===== config.mk =====
export PLATFORM = sky130hd
export DESIGN_NAME = keyword_token_scanner
export DESIGN_NICKNAME = d
export VERILOG_FILES = /design/src/hdl/kts_pkg.sv /design/src/hdl/keyword_token_scanner.sv
export SDC_FILE = /design/constraint.sdc
export NUM_CORES = 1
export LEC_CHECK = 0
export BUFFER_PORTS_ARGS = -buffer_cell sky130_fd_sc_hd__buf_2
export CORE_MARGIN = 2
export CORE_UTILIZATION = 60
export CTS_CLUSTER_DIAMETER = 200
export DETAILED_ROUTE_END_ITERATION = 8
export PLACE_DENSITY = 0.79
export SYNTH_ARGS = -nofsm -noshare
export SYNTH_HDL_FRONTEND = slang
export SYNTH_SLANG_ARGS = --single-unit

===== constraint.sdc =====
create_clock -name clk -period 4.4 [get_ports clk]
set_input_delay 0.44 -clock clk [delete_from_list [all_inputs] [get_ports clk]]
set_output_delay 0.44 -clock clk [all_outputs]
set_load 0.005 [all_outputs]

===== src/hdl/kts_pkg.sv =====
`default_nettype none

package kts_pkg;

    // Width of the position and length counters; they saturate at all ones.
    localparam int PosBits   = 16;
    localparam int FieldBits = 16;

    typedef logic [PosBits-1:0]   pos_t;
    typedef logic [FieldBits-1:0] field_t;

    typedef enum logic [3:0] {
        KIND_END    = 4'd0,
        KIND_IDENT  = 4'd1,
        KIND_NUMBER = 4'd2,
        KIND_INT    = 4'd3,
        KIND_PRINT  = 4'd4,
        KIND_IF     = 4'd5,
        KIND_ELSE   = 4'd6,
        KIND_ASSIGN = 4'd7,
        KIND_PLUS   = 4'd8,
        KIND_MINUS  = 4'd9,
        KIND_STAR   = 4'd10,
        KIND_SLASH  = 4'd11,
        KIND_LPAREN = 4'd12,
        KIND_RPAREN = 4'd13,
        KIND_GT     = 4'd14,
        KIND_LT     = 4'd15
    } kind_t;

    typedef struct packed {
        kind_t  kind;
        field_t start;
        field_t length;
        logic   last;
    } token_t;

    // Keyword bytes, first byte in the low bits
    localparam logic [39:0] KwInt   = 40'h00_0074_6E69;
    localparam logic [39:0] KwPrint = 40'h74_6E69_7270;
    localparam logic [39:0] KwIf    = 40'h00_0000_6669;
    localparam logic [39:0] KwElse  = 40'h00_6573_6C65;

    function automatic logic is_alpha(input logic [7:0] c);
        return (c >= 8'h61 && c <= 8'h7A) || (c >= 8'h41 && c <= 8'h5A);
    endfunction

    function automatic logic is_digit(input logic [7:0] c);
        return c >= 8'h30 && c <= 8'h39;
    endfunction

    // Operator byte to kind; KIND_END means not an operator
    function automatic kind_t op_kind(input logic [7:0] c);
        kind_t k;
        case (c)
            8'h3D:   k = KIND_ASSIGN;
            8'h2B:   k = KIND_PLUS;
            8'h2D:   k = KIND_MINUS;
            8'h2A:   k = KIND_STAR;
            8'h2F:   k = KIND_SLASH;
            8'h28:   k = KIND_LPAREN;
            8'h29:   k = KIND_RPAREN;
            8'h3E:   k = KIND_GT;
            8'h3C:   k = KIND_LT;
            default: k = KIND_END;
        endcase
        return k;
    endfunction

    // Keywords need both the exact length and the exact bytes
    function automatic kind_t ident_kind(input pos_t len, input logic [39:0] prefix);
        kind_t k;
        if (len == PosBits'(3) && prefix == KwInt)
            k = KIND_INT;
        else if (len == PosBits'(5) && prefix == KwPrint)
            k = KIND_PRINT;
        else if (len == PosBits'(2) && prefix == KwIf)
            k = KIND_IF;
        else if (len == PosBits'(4) && prefix == KwElse)
            k = KIND_ELSE;
        else
            k = KIND_IDENT;
        return k;
    endfunction

    function automatic pos_t sat_inc(input pos_t v);
        return (v == '1) ? v : v + PosBits'(1);
    endfunction

endpackage

`default_nettype wire


===== src/hdl/keyword_token_scanner.sv =====
`default_nettype none

// Byte-serial tokenizer for a small C-like language.
// Slave stream: one source byte per word in s_axis_tdata; s_axis_tlast marks
// the end of the text (a zero byte does the same, and the byte is not used).
// Master stream: one token per word, given as kind, start offset and length;
// m_axis_tlast flags the final token caused by one input byte.
// Each accepted byte lands in an input register; the scanner logic then moves
// it into a two-entry token register once that register has room for its
// tokens, so a byte's tokens pass through both registers to the master side.
// Throughput is one byte per cycle while the token register has room. A byte
// yielding two tokens (a token closed by an operator, or a pending token and
// END) fills the token register, so a following byte with a token waits.
// If the receiver stalls, bytes that yield no token keep flowing; the first
// byte that yields a token waits in the input register and s_axis_tready
// drops until the token register drains.
// At the end of a text the pending token and then END (length 0) are sent
// and the scanner goes back to the start of a new text.
// Reset clears all state: idle mode, position zero, both registers empty.
module keyword_token_scanner (
    input  wire logic        clk,
    input  wire logic        rst_n,
    input  wire logic        s_axis_tvalid,
    output      logic        s_axis_tready,
    input  wire logic [7:0]  s_axis_tdata,   // [7:0] ch
    input  wire logic        s_axis_tlast,   // is_end
    output      logic        m_axis_tvalid,
    input  wire logic        m_axis_tready,
    output      logic [31:0] m_axis_tdata,   // [15:0] token_start, [31:16] token_length
    output      logic [3:0]  m_axis_tuser,   // [3:0] token_kind
    output      logic        m_axis_tlast    // last_of_run
);
    import kts_pkg::*;

    typedef enum logic [1:0] {
        MODE_IDLE  = 2'd0,
        MODE_IDENT = 2'd1,
        MODE_NUM   = 2'd2
    } mode_t;

    // Input register
    logic       in_valid_reg;
    logic [7:0] in_ch_reg;
    logic       in_end_reg;

    // Scanner state
    mode_t       mode_reg,      mode_next;
    pos_t        pos_reg,       pos_next;
    pos_t        pstart_reg,    pstart_next;
    pos_t        plen_reg,      plen_next;
    logic [39:0] prefix_reg,    prefix_next;

    // Token register: slot0 is presented on the master side
    token_t     slot0_reg, slot0_next;
    token_t     slot1_reg, slot1_next;
    logic [1:0] cnt_reg,   cnt_next;

    logic       end_f, alpha, digit, cont, flush, second_vld;
    kind_t      opk;
    token_t     pend_tok, second_tok, r0, r1;
    logic [1:0] n_res;
    logic       pop, free, advance;

    always_comb
    begin
        end_f = in_end_reg || (in_ch_reg == 8'h00);
        alpha = is_alpha(in_ch_reg);
        digit = is_digit(in_ch_reg);
        opk   = op_kind(in_ch_reg);
        cont  = !end_f && (((mode_reg == MODE_IDENT) && (alpha || digit)) ||
                           ((mode_reg == MODE_NUM) && digit));
        flush = (mode_reg != MODE_IDLE) && !cont;

        pend_tok.kind   = (mode_reg == MODE_IDENT) ? ident_kind(plen_reg, prefix_reg)
                                                   : KIND_NUMBER;
        pend_tok.start  = FieldBits'(pstart_reg);
        pend_tok.length = FieldBits'(plen_reg);
        pend_tok.last   = 1'b0;

        // END, or a one-byte operator
        second_tok.kind   = end_f ? KIND_END : opk;
        second_tok.start  = FieldBits'(pos_reg);
        second_tok.length = end_f ? '0 : FieldBits'(1);
        second_tok.last   = 1'b1;
        second_vld = end_f || (!cont && !alpha && !digit && (opk != KIND_END));

        if (flush)
        begin
            r0      = pend_tok;
            r0.last = !second_vld;
            r1      = second_tok;
            n_res   = second_vld ? 2'd2 : 2'd1;
        end
        else
        begin
            r0    = second_tok;
            r1    = second_tok;
            n_res = second_vld ? 2'd1 : 2'd0;
        end

        // Next scanner state
        mode_next   = mode_reg;
        pos_next    = sat_inc(pos_reg);
        pstart_next = pstart_reg;
        plen_next   = plen_reg;
        prefix_next = prefix_reg;
        if (end_f)
        begin
            mode_next   = MODE_IDLE;
            pos_next    = '0;
            pstart_next = '0;
            plen_next   = '0;
            prefix_next = '0;
        end
        else if (cont)
        begin
            plen_next = sat_inc(plen_reg);
            if (mode_reg == MODE_IDENT)
            begin
                for (int i = 0; i < 5; i++)
                begin
                    if (plen_reg == PosBits'(i))
                        prefix_next[8*i +: 8] = prefix_reg[8*i +: 8] | in_ch_reg;
                end
            end
        end
        else if (alpha)
        begin
            mode_next   = MODE_IDENT;
            pstart_next = pos_reg;
            plen_next   = PosBits'(1);
            prefix_next = {32'h0, in_ch_reg};
        end
        else if (digit)
        begin
            mode_next   = MODE_NUM;
            pstart_next = pos_reg;
            plen_next   = PosBits'(1);
            prefix_next = '0;
        end
        else
        begin
            mode_next = MODE_IDLE;
        end
    end

    // Handshake and token register
    always_comb
    begin
        pop     = (cnt_reg != 2'd0) && m_axis_tready;
        free    = (cnt_reg == 2'd0) || ((cnt_reg == 2'd1) && pop);
        advance = in_valid_reg && (free || (n_res == 2'd0));

        slot0_next = slot0_reg;
        slot1_next = slot1_reg;
        cnt_next   = cnt_reg;
        if (pop)
        begin
            slot0_next = slot1_reg;
            cnt_next   = cnt_reg - 2'd1;
        end
        if (advance && (n_res != 2'd0))
        begin
            slot0_next = r0;
            slot1_next = r1;
            cnt_next   = n_res;
        end
    end

    assign s_axis_tready = !in_valid_reg || advance;
    assign m_axis_tvalid = (cnt_reg != 2'd0);
    assign m_axis_tdata  = {slot0_reg.length, slot0_reg.start};
    assign m_axis_tuser  = slot0_reg.kind;
    assign m_axis_tlast  = slot0_reg.last;

    always_ff @(posedge clk or negedge rst_n)
    begin
        if (!rst_n)
        begin
            in_valid_reg <= 1'b0;
            in_ch_reg    <= '0;
            in_end_reg   <= 1'b0;
            mode_reg     <= MODE_IDLE;
            pos_reg      <= '0;
            pstart_reg   <= '0;
            plen_reg     <= '0;
            prefix_reg   <= '0;
            slot0_reg    <= '0;
            slot1_reg    <= '0;
            cnt_reg      <= 2'd0;
        end
        else
        begin
            if (s_axis_tvalid && s_axis_tready)
            begin
                in_valid_reg <= 1'b1;
                in_ch_reg    <= s_axis_tdata;
                in_end_reg   <= s_axis_tlast;
            end
            else if (advance)
            begin
                in_valid_reg <= 1'b0;
            end
            if (advance)
            begin
                mode_reg   <= mode_next;
                pos_reg    <= pos_next;
                pstart_reg <= pstart_next;
                plen_reg   <= plen_next;
                prefix_reg <= prefix_next;
            end
            slot0_reg <= slot0_next;
            slot1_reg <= slot1_next;
            cnt_reg   <= cnt_next;
        end
    end

    // The token register never holds more than two tokens
    a_cnt_bound: assert property (@(posedge clk) disable iff (!rst_n)
        cnt_reg != 2'd3)
        else $error("token register overfilled");

    // With two tokens queued, the one shown is never the last of its byte
    a_pair_order: assert property (@(posedge clk) disable iff (!rst_n)
        (cnt_reg == 2'd2) |-> !m_axis_tlast)
        else $error("first of a token pair flagged last");

    // END always closes the run of its byte and has zero length
    a_end_last: assert property (@(posedge clk) disable iff (!rst_n)
        (m_axis_tvalid && (m_axis_tuser == KIND_END)) |->
            (m_axis_tlast && (m_axis_tdata[31:16] == 16'h0000)))
        else $error("END token malformed");

    // A byte waiting in the input register is never dropped
    a_hold_input: assert property (@(posedge clk) disable iff (!rst_n)
        (in_valid_reg && !advance) |=> (in_valid_reg && $stable(in_ch_reg)))
        else $error("stalled input byte lost");

endmodule

`default_nettype wire


# Word level (Yosys, flattened, before mapping)
# Index checks and enable logic that the tools add are counted.
[totals] register_bits=176 latchBits=0 mem_bits_rw=0 mem_bits_ro=0 in_bits=13 output_inout_bits=39 wordCells=164 n_memories=0
[classes] addsub=3 n_mul=0 div=0 magnitude_cmp=6 n_eq_ne=32 shift=0 muxes=43 bitwise=5 reduce_logical=54
[op_table] op="2-to-1 mux 40 bit" count=5
[op_table] op="2-to-1 mux 16 bit" count=11
[op_table] op="2-to-1 mux 37 bit" count=3
[op_table] op="equality test 8 x 6 -> 1 bit, second input constant" count=9
[op_table] op="equality test 40 x 15 -> 1 bit, second input constant" count=1
[op_table] op="equality test 40 x 23 -> 1 bit, second input constant" count=1
[op_table] op="equality test 40 x 31 -> 1 bit, second input constant" count=1
[op_table] op="equality test 40 x 39 -> 1 bit, second input constant" count=1
[op_table] op="2-to-1 mux 8 bit" count=5
[op_table] op="OR 8 bit" count=5
[op_table] op="one-hot mux 4 bit (9 select lines)" count=1
[op_table] op="adder 16 x 1 -> 16 bit, second input constant" count=2
[op_table] op="equality test 16 bit, second input constant" count=2
[op_table] op="equality test 16 x 2 -> 1 bit, second input constant" count=2
[op_table] op="equality test 16 x 3 -> 1 bit, second input constant" count=2
[op_table] op="AND reduction 4 bit" count=5
[op_table] op="logical AND 1 bit" count=19
[op_table] op="!= test 3 x 2 -> 1 bit, second input constant" count=6
[op_table] op="equality test 16 x 1 -> 1 bit, second input constant" count=1
[op_table] op="greater-or-equal comparator 8 x 7 -> 1 bit, second input constant" count=2
[op_table] op="<= comparator 8 x 7 -> 1 bit, second input constant" count=2
[op_table] op="logical NOT 16 bit" count=1
[op_table] op="2-to-1 mux 2 bit" count=8
[op_table] op="2-to-1 mux 3 bit" count=4
[op_table] op="other kinds (18)" count=44

# Longest topological paths before layout
[depth] word_depth=20 depth_mapped=15 ltp_nobuf=12

# Worst setup path before layout
# Ideal clock, no wire load.
[synth_path] path_type="reg-to-reg" start="reg in_ch_reg[6]" end="reg plen_reg[15]" t_arrival_ns=3.084 required_time_ns=4.323 setup_slack_ns=1.238 path_stages_with_launch=14 n_path_buf=2 period_less_slack_ns=3.162 cell_sequence="dfrtp_1 > buf_2 > nand4bb_1 > or3_1 > o21ai_1 > nand2_1 > inv_2 > clkbuf_1 > ha_1 > o21ai_1 > a31oi_4 > nand4_2 > or4_1 > a21oi_1"
[synth_via] elab_chain_cells=18
[synth_lines] element="start: declaration" line="keyword_token_scanner.sv:43" text="logic [7:0] in_ch_reg;"
[synth_lines] element="start signal: assignment" line="keyword_token_scanner.sv:197" text="in_ch_reg <= s_axis_tdata;"
[synth_lines] element="greater-or-equal comparator 8 x 7 -> 1 bit or <= comparator 8 x 7 -> 1 bit (tied branches)" line="kts_pkg.sv:45" text="return (c >= 8'h61 && c <= 8'h7A) || (c >= 8'h41 && c <= 8'h5A);"
[synth_lines] element="logical AND 1 bit" line="kts_pkg.sv:45"
[synth_lines] element="logical OR 1 bit" line="kts_pkg.sv:45"
[synth_lines] element="logical OR 1 bit" line="keyword_token_scanner.sv:70" text="cont = !end_f && (((mode_reg == MODE_IDENT) && (alpha || digit)) ||"
[synth_lines] element="logical AND 1 bit" line="keyword_token_scanner.sv:70"
[synth_lines] element="logical OR 1 bit" line="keyword_token_scanner.sv:70"
[synth_lines] element="logical AND 1 bit" line="keyword_token_scanner.sv:70"
[synth_lines] element="logical NOT 1 bit" line="keyword_token_scanner.sv:72, keyword_token_scanner.sv:85"
[synth_lines] element="logical AND 1 bit (3 in a row)" line="keyword_token_scanner.sv:85" text="second_vld = end_f || (!cont && !alpha && !digit && (opk != KIND_END));"
[synth_lines] element="logical OR 1 bit" line="keyword_token_scanner.sv:85"
[synth_lines] element="2-to-1 mux 1 bit or 2-to-1 mux 2 bit (tied branches)" line="keyword_token_scanner.sv:98, keyword_token_scanner.sv:92"
[synth_lines] element="2-to-1 mux 2 bit" line="keyword_token_scanner.sv:87" text="if (flush)"
[synth_lines] element="logical NOT 2 bit" line="keyword_token_scanner.sv:152" text="advance = in_valid_reg && (free || (n_res == 2'd0));"
[synth_lines] element="logical OR 1 bit" line="keyword_token_scanner.sv:152"
[synth_lines] element="logical AND 1 bit" line="keyword_token_scanner.sv:152"
[synth_lines] element="AND reduction 3 bit (no source line)"
[synth_lines] element="end signal: assignment" line="keyword_token_scanner.sv:209" text="plen_reg <= plen_next;"
[synth_lines] element="end: declaration" line="keyword_token_scanner.sv:50" text="pos_t plen_reg, plen_next;"
# Several ways; a longest one is shown, not always the timed one.
# A chain may end at the register's enable or synchronous reset.

# Worst setup path after layout
[layout_path] start="reg in_ch_reg[4]" end="reg prefix_reg[32]"
[layout_via] elab_chain_cells=18
[layout_lines] element="greater-or-equal comparator 8 x 7 -> 1 bit or <= comparator 8 x 7 -> 1 bit (tied branches)" line="kts_pkg.sv:45"
[layout_lines] element="logical AND 1 bit" line="kts_pkg.sv:45"
[layout_lines] element="logical OR 1 bit" line="kts_pkg.sv:45"
[layout_lines] element="logical OR 1 bit" line="keyword_token_scanner.sv:70"
[layout_lines] element="logical AND 1 bit" line="keyword_token_scanner.sv:70"
[layout_lines] element="logical OR 1 bit" line="keyword_token_scanner.sv:70"
[layout_lines] element="logical AND 1 bit" line="keyword_token_scanner.sv:70"
[layout_lines] element="logical NOT 1 bit" line="keyword_token_scanner.sv:72, keyword_token_scanner.sv:85"
[layout_lines] element="logical AND 1 bit (3 in a row)" line="keyword_token_scanner.sv:85"
[layout_lines] element="logical OR 1 bit" line="keyword_token_scanner.sv:85"
[layout_lines] element="2-to-1 mux 1 bit or 2-to-1 mux 2 bit (tied branches)" line="keyword_token_scanner.sv:98, keyword_token_scanner.sv:92"
[layout_lines] element="2-to-1 mux 2 bit" line="keyword_token_scanner.sv:87"
[layout_lines] element="logical NOT 2 bit" line="keyword_token_scanner.sv:152"
[layout_lines] element="logical OR 1 bit" line="keyword_token_scanner.sv:152"
[layout_lines] element="logical AND 1 bit" line="keyword_token_scanner.sv:152"
[layout_lines] element="AND reduction 4 bit (no source line)"
[layout_lines] element="end signal: assignment" line="keyword_token_scanner.sv:210" text="prefix_reg <= prefix_next;"
[layout_lines] element="end: declaration" line="keyword_token_scanner.sv:51" text="logic [39:0] prefix_reg, prefix_next;"
# Several ways; a longest one is shown, not always the timed one.

==> flow_summary.ini <==
[outcome]
outcome = completed

[clock_network]
clock_latency_ps = 430
cts_buffer_depth = 2
path_clk_slew_ps = 60
cts_tree = done
cts_num_sinks = 161
hold_buffers = 0
post-cts-setup-buffers = 0
htree_levels = 4
cts_resized = 0
numCtsBuffers = 17
cts-root-buf = clkbuf_16

[final_layout]
largest_reg_flops = 40
nets = 865
fill_cells = 972
antenna_cells = 0
area_growth_syn_to_layout_pct = 11.7
final_layout_size_suffix_gt1_share_pct = 13.8

[power_and_ir_drop]
peakVddDrop_uv = 474
power_density_nw_per_um2 = 636
p_leak_nw = 4.04

[grt]
grt_use_total_pct = 27.9
overflow = 0
grt_pass1_vias = 6247
grt_max_degree = 101
antenna_found_initial = 0
grt_pass1_wl_um = 31300

[setup_path]
cp.arrival_ps = 4030
r2r_start = in_ch_reg[4]
crit_path_start_kind = register
critPathKind = register to register
r2r_slack_ps = 740
critPathRequiredTime_ps = 4760
crit_path_max_fanout = 20
reg2reg_depth = 11
endpoint_kind = register
rr_endpoint = prefix_reg[32]

[route]
drt_iter0_markers = 762
viasPerCell = 6.25
vias = 6405
drc = 0
wl_per_cell_um = 18.1
drt.antenna.violating_nets = 0
totalWireLength_um = 18600
drt_pass1_iterations = 5

[min_path]
holdCritPathClass = input pin to async pin

[synthesis]
synth_edf_count = 0
synth_cells = 813
ys.flop_type = dfrtp_1
ys_ff_latch = 161
ys_seq_area_share_pct = 51.5
async_flop_share_pct = 100
synth_nets = 836
ys_warn_count = 0
synth.avg_cell_area_um2 = 9.63
syn_area_um2 = 7830
ys_types = 65

[sta]
worst_pin_slew_ps = 1180
slew_headroom_pct = 21.0
period_minus_slack_ps = 3660
maxSlewViolCount = 0
rsz0062_at_grt = false
finClkSkew_ps = 5.83
finalSetupViolations = 0
setup_slack_ps = 736
fin_crit_sh_pct = 83.3
fmax_mhz = 273
tns_ps = 0
finalHoldViolations = 0

[place]
detailed_place_hpwl_um = 12300
numPortBuffers = 51
gp_congestion = 0.909
dpl_worst_slack_ps = 831

[floorplan]
die_y_um = 118
pin_count = 52
rows = 41
die_w_um = 118
coreArea_um2 = 12700
die_area_um2 = 14000
start_util_pct = 61.8

[run]
max-cap-violations = 0
[layer usage]
metal	GRT usage, %	vias to the layer above	routed length, um
li1	-	2957	-
met2	45.0	247	9070
met1	38.0	3166	8040
met4	9.79	0	348
met3	5.21	35	1120
met5	0	-	0
[critical path, stage by stage (launching register included)]
cell	delay (ps)
dfrtp_1	790
nand4bb_1	290
or3_1	480
o21ai_1	140
nand2_1	90
inv_2	70
ha_1	180
o21ai_1	290
nor2_1	310
nand3_1	220
nor4_2	520
a22o_1	220
[report_power, final]
part | internal [W] | switching [W]
Clock | 0.000881 | 0.000578
Combinational | 0.000679 | 0.00135
Sequential | 0.00173 | 0.000342
[cell type report]
cell class              count  area [um2]  area share [%]
well taps                 172         215            2.46
inverters                  17        63.8           0.730
flip-flops and latches    161        4030            46.1
multi-input cells         584        3510            40.2
clock inverters            11         141            1.62
repair buffers             61         349            3.99
clock buffers              19         433            4.95
[kinds of logic (layout without fill, tap and decap cells)]
kind of cell	Yosys count	in the layout	share of synthesized area, %
AND/OR/NAND/NOR	340	340	21.2
buffers and inverters	68	108	3.80
flip-flops	161	161	51.5
multiplexers	30	30	4.01
AO/OA/AOI/OAI	187	187	16.1
XOR/XNOR	17	17	1.90
adder cells (fa/ha/maj)	10	10	1.60
[per-stage QoR]
stage	area (um2)	hold WS (ps)	total power [W]	cells	utilization, %
2_1_floorplan	7830	144	0.00350	813	-
3_3_place_gp	8170	447	0.00402	995	64.5
3_5_place_dp	8170	452	0.00409	995	64.5
4_1_cts	8750	154	0.00556	1025	69.0
5_1_grt	8750	175	0.00590	1025	69.0
6_report	8750	117	0.00556	1025	69.0
[synth_stat cells, types with 9 or more instances]
| master | number | area share, % |
|---|---|---|
| dfrtp_1 | 161 | 51 |
| nand2_1 | 160 | 7.7 |
| nor2_1 | 46 | 2.2 |
| o21ai_0 | 33 | 2.1 |
| a22o_1 | 31 | 3.5 |
| a21oi_1 | 30 | 1.9 |
| nand3_1 | 29 | 1.9 |
| clkbuf_1 | 27 | 1.3 |
| o21ai_1 | 25 | 1.6 |
| mux2i_1 | 19 | 2.4 |
| a22oi_1 | 17 | 1.6 |
| buf_2 | 16 | 1.0 |
| inv_1 | 16 | 0.77 |
| nor3_1 | 16 | 1.0 |
| o31ai_1 | 14 | 1.3 |
| nand4_1 | 13 | 1.0 |
| mux2_2 | 11 | 1.6 |
| a31oi_1 | 10 | 0.80 |
| ha_1 | 10 | 1.6 |
| xnor2_1 | 10 | 1.1 |
| nor4_1 | 9 | 0.72 |
| or3_1 | 9 | 0.72 |
[how the worst max path moves through the flow]
stage | depth (start not counted) | startpoint | endpoint
floorplan | 13 | in_ch_reg[6] | plen_reg[15]
global placement | 11 | in_ch_reg[4] | prefix_reg[32]
detailed placement | 11 | in_ch_reg[4] | prefix_reg[35]
CTS | 11 | in_ch_reg[4] | prefix_reg[32]
global route | 11 | in_ch_reg[4] | prefix_reg[32]
finish | 11 | in_ch_reg[4] | prefix_reg[32]
[cell usage in the layout, fill, tap and decap left out, drive strengths merged, types with 4 or more instances in the layout]
| cell type | count |
|---|---|
| a21o | 5 |
| a21oi | 30 |
| a22o | 31 |
| a22oi | 17 |
| a31oi | 11 |
| and2 | 8 |
| and3 | 8 |
| and4 | 4 |
| buf | 61 |
| clkbuf | 19 |
| clkinv | 5 |
| dfrtp | 161 |
| ha | 10 |
| inv | 17 |
| mux2 | 11 |
| mux2i | 19 |
| nand2 | 161 |
| nand2b | 7 |
| nand3 | 31 |
| nand4 | 14 |
| nand4b | 4 |
| nor2 | 46 |
| nor2b | 4 |
| nor3 | 16 |
| nor4 | 11 |
| o21ai | 58 |
| o22ai | 5 |
| o31ai | 15 |
| or3 | 9 |
| or4 | 4 |
| xnor2 | 10 |
| xor2 | 7 |
No activity file was read; power rests on OpenSTA's default activity.
